File: src/rtl/core/sbec_div_cell.sv
// ----------------------------------------------------------------------------
// sbec_div_cell
// One quotient bit of a restoring divider, registered.
// ----------------------------------------------------------------------------
module sbec_div_cell #(
    parameter int PW  = 61,
    parameter int RW  = 32,
    parameter int QW  = 30,
    parameter int IDX = 0,
    parameter int TW  = 1
)(
    input  logic              clk,
    input  logic              rst_n,
    input  logic              en,
    input  logic              in_valid,
    input  logic [PW-1:0]     in_rem,
    input  logic [RW-1:0]     in_div,
    input  logic [QW-1:0]     in_q,
    input  logic [TW-1:0]     in_tag,
    output logic              out_valid,
    output logic [PW-1:0]     out_rem,
    output logic [RW-1:0]     out_div,
    output logic [QW-1:0]     out_q,
    output logic [TW-1:0]     out_tag
);
    localparam int K = QW - 1 - IDX;

    logic [PW-1:0] shifted;
    logic          take;
    logic          valid_reg;
    logic [PW-1:0] rem_reg;
    logic [RW-1:0] div_reg;
    logic [QW-1:0] q_reg;
    logic [TW-1:0] tag_reg;

    assign shifted = PW'(in_div) << K;
    assign take    = in_rem >= shifted;

    always_ff @(posedge clk or negedge rst_n)
    begin
        if (!rst_n)
            valid_reg <= 1'b0;
        else if (en)
            valid_reg <= in_valid;
    end

    always_ff @(posedge clk)
    begin
        if (en)
        begin
            rem_reg <= take ? in_rem - shifted : in_rem;
            div_reg <= in_div;
            q_reg   <= take ? in_q | (QW'(1) << K) : in_q;
            tag_reg <= in_tag;
        end
    end

    assign out_valid = valid_reg;
    assign out_rem   = rem_reg;
    assign out_div   = div_reg;
    assign out_q     = q_reg;
    assign out_tag   = tag_reg;

endmodule

File: config.mk
export PLATFORM = sky130hd
export DESIGN_NAME = sbec_div_cell
export DESIGN_NICKNAME = d
export VERILOG_FILES = /design/src/rtl/core/sbec_div_cell.sv
export SDC_FILE = /design/constraint.sdc
export NUM_CORES = 1
export LEC_CHECK = 0
export BUFFER_PORTS_ARGS = -buffer_cell sky130_fd_sc_hd__buf_2
export CAP_MARGIN = 20
export CORE_UTILIZATION = 45
export DETAILED_ROUTE_END_ITERATION = 16
export GPL_TIMING_DRIVEN = 1
export PLACE_DENSITY = 0.8
export SYNTH_ARGS = -nofsm -noshare
export SYNTH_HDL_FRONTEND = slang
export SYNTH_SLANG_ARGS = --single-unit
File: constraint.sdc
create_clock -name clk -period 1.1 [get_ports clk]
set_input_delay 0.22 -clock clk [delete_from_list [all_inputs] [get_ports clk]]
set_output_delay 0.22 -clock clk [all_outputs]
set_load 0.01 [all_outputs]
==> impl_metrics.yaml, run 1 <==
final_layout:
  diodes: 0
  final_cell_mix: "buf_2, buf_4, edfxtp_1"
  final_cells: 1154
  fin_util_pct: 81.56
  area_delta_synth_final_pct: 75.42
  n_fill_cell: 720
  nets: 1126
  drive_gt1_share_pct: 57.87
  mostFrequentLayoutCell: "buf_2"
pwr:
  ir_drop_mv: 0.9516
  finalPower_mw: 15.45
  p_leak_nw: 4.788
  p_per_area_mw_per_mm2: 1419
clocking:
  htree_num_levels: 4
  path_clk_slew_ns: 0.07
  cts-root-buf: "clkbuf_16"
  clk_path_buf_depth: 2
  cts_tree: "built"
  cts_made_buffers: 17
  cts.sinks: 125
  clk_latency_ns: 0.42
placement:
  dp.cells: 1025
  place.gp.congestion: 0.8693
  dp_hpwl_mm: 14.21
  port_buffers: 252
sta:
  fin_tns_setup_ns: -40.11
  final_max_slew_viol_count: 0
  hold_viol_final: 0
  finalCritPeriodShare_pct: 196.7
  period_minus_slack_ns: 2.164
  tightest_slew_ns: 0.5183
  timing.final.ws_setup_ns: -1.064
  setup_violations: 158
  fin_skew_ns: 0
  rsz0062_at_grt: "true"
  holdWs_ns: 0.003993
  fmax_mhz: 462.2
  maxSlewHeadroom_pct: 65.12
logic_synthesis:
  synth_largest_area_cell: "edfxtp_1"
  synth.net_count: 656
  synth_compound_area_share_pct: 12.10
  synth_fa_ha_area_share_pct: 6.774
  ys_seq_area_share_pct: 60.40
  avgSynthCellArea_um2: 12.54
  synth_ff_type: "edfxtp_1"
  synth_xor_area_share_pct: 3.810
  synthTopCellsByArea: "edfxtp_1, ha_1, a21oi_1"
  syn_area_mm2: 0.006206
  synth-warning-count: 0
  netlist_instances: 495
  synthMuxAreaShare_pct: 1.431
  async_flop_share_pct: 0.8000
  synth_top_area_share_pct: 60.00
  synth_top_family_by_area: "compound AO/OA/AOI/OAI gates"
  yosys.area_share.simple_pct: 10.95
  synth-edff-count: 124
  ys_seq_elements: 125
  synthDistinctLibCells: 61
floorplanning:
  fp.dieArea_mm2: 0.01426
  rows: 42
  die_w_um: 119.4
  dieHeight_um: 119.4
  io_pins: 253
  start_util_pct: 46.49
  core_mm2: 0.01335
worst_setup_path:
  max_stage_delay_ns: 0.34
  cp.arrival_ns: 2.33
  critPathSlowestCell: "fa_2"
  path_cells: "buf_8, inv_6, ha_4, fa_2, nand2b_4, a21oi_4, o21ai_4, a211oi_2, o211ai_2, nand3_4, buf_12, mux2_4"
  cp-start-kind: "input pin"
  end_kind: "flop"
  worstPathMaxFanout: 6
  worstSetupPathType: "input pin to flop"
  required_ns: 1.26
  cpLargestDelayFamily: "compound AO/OA/AOI/OAI gates"
  critPathBufInv: 3
drt:
  firstDrtPassIters: 5
  vias: 6130
  avgViaCountPerCell: 5.312
  wire_per_inst_um: 19.61
  drc: 0
  wirelength_mm: 22.63
  detail-route-antenna-nets: 0
  drt_iter0_markers: 418
grt:
  grt_max_degree: 48
  grt_antenna_before_repair: 0
  grt_pass1_vias: 6325
  overflow: 0
  grt_pass1_wl_mm: 33.60
  grt_use_total_pct: 31.34
status:
  violations: "negative setup slack"
  status: "complete, but fails checks"
min_path:
  hold_path.class: "input pin to flop"
flow_run:
  drv_cap: 0
[sequential cells by signal, indices dropped and copies added, names as in the netlist]
name and flops:
out_q 30, out_valid 1, out_div 32, out_rem 61
out_tag 1
[layout make-up]
type | instances | area [µm²] | share of cell area, %
Clock buffer | 18 | 439.2 | 4.034
Tap cell | 176 | 220.2 | 2.023
Timing Repair Buffer | 466 | 3281 | 30.13
Sequential cell | 125 | 3749 | 34.43
Clock inverter | 14 | 107.6 | 0.9884
Multi-Input combinational cell | 313 | 2900 | 26.64
Inverter | 42 | 190.2 | 1.747
[power by group]
part	internal (mW)	switching, mW	leakage, nW
combinational	2.12	2.14	3.31
sequential	5.79	0.149	1.23
clock	2.97	2.28	0.253
[routing by layer]
layer	vias to the layer above	GRT usage (%)	routed length, µm
met5	-	0	0
met4	0	13.28	760
met3	48	5.460	1385
met2	303	57.96	11990
met1	2997	35.27	8492
li1	2782	-	-
[cell usage after synthesis, drive strengths merged (8+ instances only)]
library cell and n:
a21o 14, a21oi 53, and3 8, buf 9, edfxtp 124, ha 32
inv 42, nand2 26, nand3 10, nand4 8, nor2 41, nor4 8
o21ai 17, xnor2 15, xor2 12
[logic make-up after synthesis]
kind of cell               count (synthesis)
and+or+nand+nor                          129
adders and majority gates                 33
xor gates and xnor gates                  27
muxes                                      8
buffers and inverters                     58
AOI/OAI and AO/OA                        115
DFF                                      125
[path summary, 6_finish.rpt]
path                             from     endpoint  slack, ns  cells after the start
max                        in_rem[29]  out_rem[55]      -1.06                     12
min                         in_rem[7]   out_rem[7]      0.004                      1
max reg2reg                 out_valid    out_valid       0.33                      1
min reg2reg                 out_valid    out_valid       0.55                      1
max in group asynchronous       rst_n    out_valid       0.91                      2
min in group asynchronous       rst_n    out_valid       0.11                      2
[timing repair]
action / 4_1_cts / 5_1_grt
pin swaps: 37 / 16
hold buffers: 69 / 4
resized for setup: 104 / 47
buffers inserted: 20 / 3
endpoints found under the hold margin: 69 / 4
endpoints found under the setup margin: 158 / 158
gates cloned: 2 / 0
[stage by stage]
stage               area [µm²]  setup WS [ns]
global placement          8737         -1.545
detailed placement        8737         -1.614
finish                   10890         -1.064
global route             10890         -1.117
CTS                      10650         -1.060
floorplan                 6492         -1.235
No activity file was read; power rests on OpenSTA's default activity.
==> inputs of run 2 (changes only) <==
--- a/config.mk
+++ b/config.mk
@@ -7,10 +7,11 @@
 export LEC_CHECK = 0
 export BUFFER_PORTS_ARGS = -buffer_cell sky130_fd_sc_hd__buf_2
 export CAP_MARGIN = 20
+export CORE_MARGIN = 3
 export CORE_UTILIZATION = 45
 export DETAILED_ROUTE_END_ITERATION = 16
 export GPL_TIMING_DRIVEN = 1
-export PLACE_DENSITY = 0.8
+export PLACE_DENSITY = 0.75
 export SYNTH_ARGS = -nofsm -noshare
 export SYNTH_HDL_FRONTEND = slang
 export SYNTH_SLANG_ARGS = --single-unit
==> run 2 against run 1 <==
Against the previous run:
- the run still ends with negative setup slack left
- design area increased by 1.6%
- sequential power about the same
- clock skew unchanged
- critical path type unchanged
- critical endpoint is now out_rem[33]
- largest cell class unchanged
==> impl_metrics.yaml, run 2 (synthesis gave the netlist of run 1 again) <==
worst_setup_path:
  cp.arrival_ns: 2.46
  cp-start-kind: "input pin"
  required_ns: 1.27
  worstPathMaxFanout: 5
  critPathSlowestCell: "or4_4"
  worstSetupPathType: "input pin to flop"
  max_stage_delay_ns: 0.49
  path_cells: "buf_2, inv_2, ha_4, and3_4, nand4_1, or4_4, nor3_4, a221oi_4, nand3_4, buf_12, mux2_4"
  rr_startpoint: "out_valid"
  critPathBufInv: 3
  end_kind: "flop"
  cp-startpoint: "in_div[2]"
  cpLargestDelayFamily: "simple AND/OR/NAND/NOR gates"
final_layout:
  nets: 1139
  largest_reg_flops: 61
  area_delta_synth_final_pct: 78.27
  final_cell_mix: "buf_2, buf_4, edfxtp_1"
  drive_gt1_share_pct: 56.00
  mostFrequentLayoutCell: "buf_2"
flow_run:
  drv_cap: 0
min_path:
  min_from: "in_div[28]"
  hold_path.class: "input pin to flop"
drt:
  drt_iter0_markers: 585
  wire_per_inst_um: 20.69
  vias: 6324
  firstDrtPassIters: 6
  wirelength_mm: 24.18
  detail-route-antenna-nets: 0
  drc: 0
  avgViaCountPerCell: 5.410
placement:
  dp_hpwl_mm: 14.84
  place.gp.congestion: 0.8682
  port_buffers: 252
grt:
  met3_usage_pct: 7.045
  grt_antenna_before_repair: 3
  grt_pass1_wl_mm: 33.22
  grt_util_met2_pct: 53.38
  overflow: 0
  grt_pass1_vias: 6353
  grt_use_met1_pct: 32.03
  grt_use_total_pct: 29.31
  top_usage_layer: "met2"
  grt_max_degree: 51
sta:
  maxSlewHeadroom_pct: 71.58
  finalCritPeriodShare_pct: 208.0
  hold_viol_final: 0
  fmax_mhz: 437.0
  timing.final.ws_setup_ns: -1.188
  period_minus_slack_ns: 2.288
  setup_violations: 158
  holdWs_ns: 0.02860
  final_max_slew_viol_count: 0
  tightest_slew_ns: 0.4263
  fin_skew_ns: 0
  rsz0062_at_grt: "true"
floorplanning:
  core_mm2: 0.01335
  io_pins: 253
  start_util_pct: 46.49
  fp.dieArea_mm2: 0.01524
  dieHeight_um: 123.4
  die_w_um: 123.4
  rows: 42
clocking:
  cts-root-buf: "clkbuf_16"
  cts_made_buffers: 17
  cts.sinks: 125
  htree_num_levels: 4
  clk_latency_ns: 0.42
  clk_path_buf_depth: 2
  cts_tree: "built"
  path_clk_slew_ns: 0.06
pwr:
  p_per_area_mw_per_mm2: 1491
  p_leak_nw: 4.906
  ir_drop_mv: 1.045
  finalPower_mw: 16.50
status:
  violations: "negative setup slack"
  status: "complete, but fails checks"
[run 2: changes by cell type in the layout (fill, tap and decap cells not counted), moves of 4 or more]
cell	delta
nor2_4	-7
bufinv_16	+4
inv_6	-5
clkinvlp_4	-4
clkinv_4	+4
o21ai_1	+4
nor2_1	+6
dlygate4sd3_1	+5
buf_6	+4
[run 2: timing repair]
| item | in CTS | in global routing |
|---|---|---|
| endpoints found under the hold margin | 78 | 0 |
| buffers inserted | 9 | 14 |
| pin swaps | 10 | 18 |
| endpoints found under the setup margin | 158 | 158 |
| hold buffers | 78 | 0 |
| resized for setup | 65 | 66 |
| cloned | 2 | 1 |
[run 2: layout make-up]
cell class | count | area, µm²
Timing Repair Buffer | 479 | 3443
Clock inverter | 12 | 183.9
Fill cell | 664 | 2285
Tap cell | 176 | 220.2
Multi-Input combinational cell | 313 | 2805
Inverter | 42 | 190.2
Antenna cell | 2 | 5.005
Sequential cell | 125 | 3749
Clock buffer | 20 | 466.7
[run 2: per-stage QoR]
stage | util, % | setup TNS (ns) | std cells | area (µm²) | worst slack, ns
2_1_floorplan | - | -38.72 | 495 | 6492 | -1.235
3_3_place_gp | 65.98 | -48.18 | 1031 | 8807 | -1.509
3_5_place_dp | 65.98 | -49.54 | 1031 | 8807 | -1.581
4_1_cts | 79.88 | -40.56 | 1152 | 10660 | -1.049
5_1_grt | 82.86 | -49.49 | 1168 | 11060 | -1.222
6_report | 82.88 | -43.92 | 1169 | 11060 | -1.188
[run 2: report_power, final]
part	internal (mW)	switching (mW)
Combinational	2.18	2.18
Sequential	5.79	0.147
Clock	3.99	2.21
[run 2: final timing paths]
| kind | end | slack, ns | cells after the start |
|---|---|---|---|
| max | out_rem[33] | -1.19 | 11 |
| min | out_div[28] | 0.03 | 1 |
| max reg2reg | out_valid | 0.35 | 1 |
| min reg2reg | out_valid | 0.52 | 1 |
| max in group asynchronous | out_valid | 0.91 | 2 |
| min in group asynchronous | out_valid | 0.11 | 2 |
[run 2: per-layer routing]
metal  share of wire (%)  up-vias
li1                    -     2811
met1                  35     2982
met2                  50      404
met3                 8.4      125
met4                 6.2        2
met5               0.054        -
==> inputs of run 3 (changes only) <==
--- a/config.mk
+++ b/config.mk
@@ -8,10 +8,10 @@
 export BUFFER_PORTS_ARGS = -buffer_cell sky130_fd_sc_hd__buf_2
 export CAP_MARGIN = 20
 export CORE_MARGIN = 3
-export CORE_UTILIZATION = 45
+export CORE_UTILIZATION = 26
 export DETAILED_ROUTE_END_ITERATION = 16
 export GPL_TIMING_DRIVEN = 1
-export PLACE_DENSITY = 0.75
+export HOLD_SLACK_MARGIN = 0.06
 export SYNTH_ARGS = -nofsm -noshare
 export SYNTH_HDL_FRONTEND = slang
 export SYNTH_SLANG_ARGS = --single-unit
==> run 3 against run 2 <==
Against the previous run:
- the run still ends with negative setup slack left
- final cell count grew 12%
- clock skew unchanged
- clock power down 7.8%
- routed wire length is 13% lower
- fmax grew 2.4%
- count of clock-buffer cells in the layout fell by 3
- non-clock buffer count rose by 2
- first-iteration DRC count shrank 47%
- critical path type unchanged
- largest cell class unchanged
- largest power group is now sequential cells
==> impl_metrics.yaml, run 3 (synthesis gave the netlist of run 1 again) <==
sta:
  final_max_slew_viol_count: 0
  tightest_slew_ns: 0.3624
  fin_tns_setup_ns: -40.36
  timing.final.ws_setup_ns: -1.134
  finalCritPeriodShare_pct: 203.1
  period_minus_slack_ns: 2.234
  hold_viol_final: 0
  setup_violations: 158
  maxSlewHeadroom_pct: 75.62
  rsz0062_at_grt: "true"
  fin_skew_ns: 0
  fmax_mhz: 447.6
drt:
  drc: 0
  wire_per_inst_um: 16.06
  vias: 5672
  firstDrtPassIters: 4
  avgViaCountPerCell: 4.343
  drt_iter0_markers: 308
  detail-route-antenna-nets: 0
  wirelength_mm: 20.97
final_layout:
  multiInputGateArea_mm2: 0.002704
  area_delta_synth_final_pct: 77.22
  final_cell_mix: "buf_2, buf_4, edfxtp_1"
  mostFrequentLayoutCell: "buf_2"
  nets: 1141
  seq_area_mm2: 0.003749
  drive_gt1_share_pct: 53.58
  fin_area_mm2: 0.01100
  largest_reg_flops: 61
  n_fill_cell: 2076
  diodes: 0
floorplanning:
  fp.dieArea_mm2: 0.02576
  rows: 55
  dieHeight_um: 160.5
  die_w_um: 160.5
  io_pins: 253
  core_mm2: 0.02305
  start_util_pct: 26.92
worst_setup_path:
  cp-start-kind: "input pin"
  reg2reg_to: "out_valid"
  r2r_slack_ns: 0.35
  worstPathMaxFanout: 4
  cp.arrival_ns: 2.40
  rr_worst_depth: 1
  rr_startpoint: "out_valid"
  cp-startpoint: "in_div[10]"
  end_kind: "flop"
  worstSetupPathType: "input pin to flop"
  required_ns: 1.27
clocking:
  path_clk_slew_ns: 0.06
  htree_num_levels: 4
  clk_path_buf_depth: 2
  cts-root-buf: "clkbuf_16"
  cts_tree: "built"
  clk_latency_ns: 0.42
  cts.sinks: 125
  cts_made_buffers: 17
min_path:
  hold_path.class: "input pin to flop"
  min_from: "in_rem[16]"
  whs_path_depth: 2
  worstHoldEndpoint: "out_rem[16]"
pwr:
  p_leak_nw: 4.846
  ir_drop_mv: 0.7988
  p_per_area_mw_per_mm2: 1423
  finalPower_mw: 15.65
grt:
  grt_max_degree: 32
  overflow: 0
  grt_use_total_pct: 15.83
  grt_antenna_before_repair: 0
  grt_pass1_wl_mm: 31.76
  grt_pass1_vias: 5932
status:
  status: "complete, but fails checks"
  violations: "negative setup slack"
flow_run:
  drv_cap: 0
placement:
  dp_hpwl_mm: 15.44
  placed_cell_area_mm2: 0.009002
  port_buffers: 252
  place.gp.congestion: 0.8450
-- run 3: area by class of cell --
type,count,area share [%]
Timing Repair Buffer,481,30.66
Tap cell,313,3.561
Clock inverter,15,1.536
Inverter,42,1.706
Clock buffer,17,3.868
Sequential cell,125,34.08
Multi-Input combinational cell,313,24.58
-- run 3: metrics by stage --
stage	hold WS [ns]	cells	util (%)	worst slack (ns)
finish	0.07823	1306	47.71	-1.134
global placement	-0.005109	1174	39.05	-1.862
detailed placement	-0.004695	1174	39.05	-1.858
floorplan	-0.07559	495	-	-1.235
CTS	0.06009	1298	46.16	-1.229
global route	0.07170	1306	47.71	-1.198
-- run 3: critical path, stage by stage --
cell	delay (ns)
buf_8	0.09
inv_8	0.03
ha_4	0.27
nor4b_4	0.28
nand4_1	0.13
or4_4	0.54
nor3_4	0.16
a221oi_4	0.12
nand3_4	0.10
buf_12	0.14
mux2_4	0.30
-- run 3: layer usage --
layer	routed length (µm)	part of all wire, %	up-vias	GRT usage (%)
li1	-	-	2818	-
met1	8715	42	2632	18.58
met2	10590	50	199	28.25
met3	1366	6.5	23	4.436
met4	306	1.5	0	4.458
met5	0	0	-	0
-- run 3: power by group --
| part | total, mW | switching (mW) | leakage [nW] | internal (mW) |
|---|---|---|---|---|
| clock network | 5.71 | 2.47 | 0.284 | 3.24 |
| logic | 4.03 | 1.96 | 3.34 | 2.08 |
| registers | 5.90 | 0.117 | 1.23 | 5.79 |
-- run 3: how the worst max path moves through the flow --
stage                        to  cells after the start
finish              out_rem[58]                     11
global placement    out_rem[34]                     11
global route        out_rem[58]                     11
CTS                 out_rem[48]                     11
floorplan           out_rem[55]                     11
detailed placement  out_rem[43]                     11
-- run 3: timing repair --
action                                 in CTS  in global routing
gates resized for setup                    30                 46
setup endpoints to repair                 158                158
endpoints found under the hold margin      88                  0
buffers inserted                            3                  5
hold buffers                               88                  0
cloned                                      1                  3
pin swaps                                  15                 23
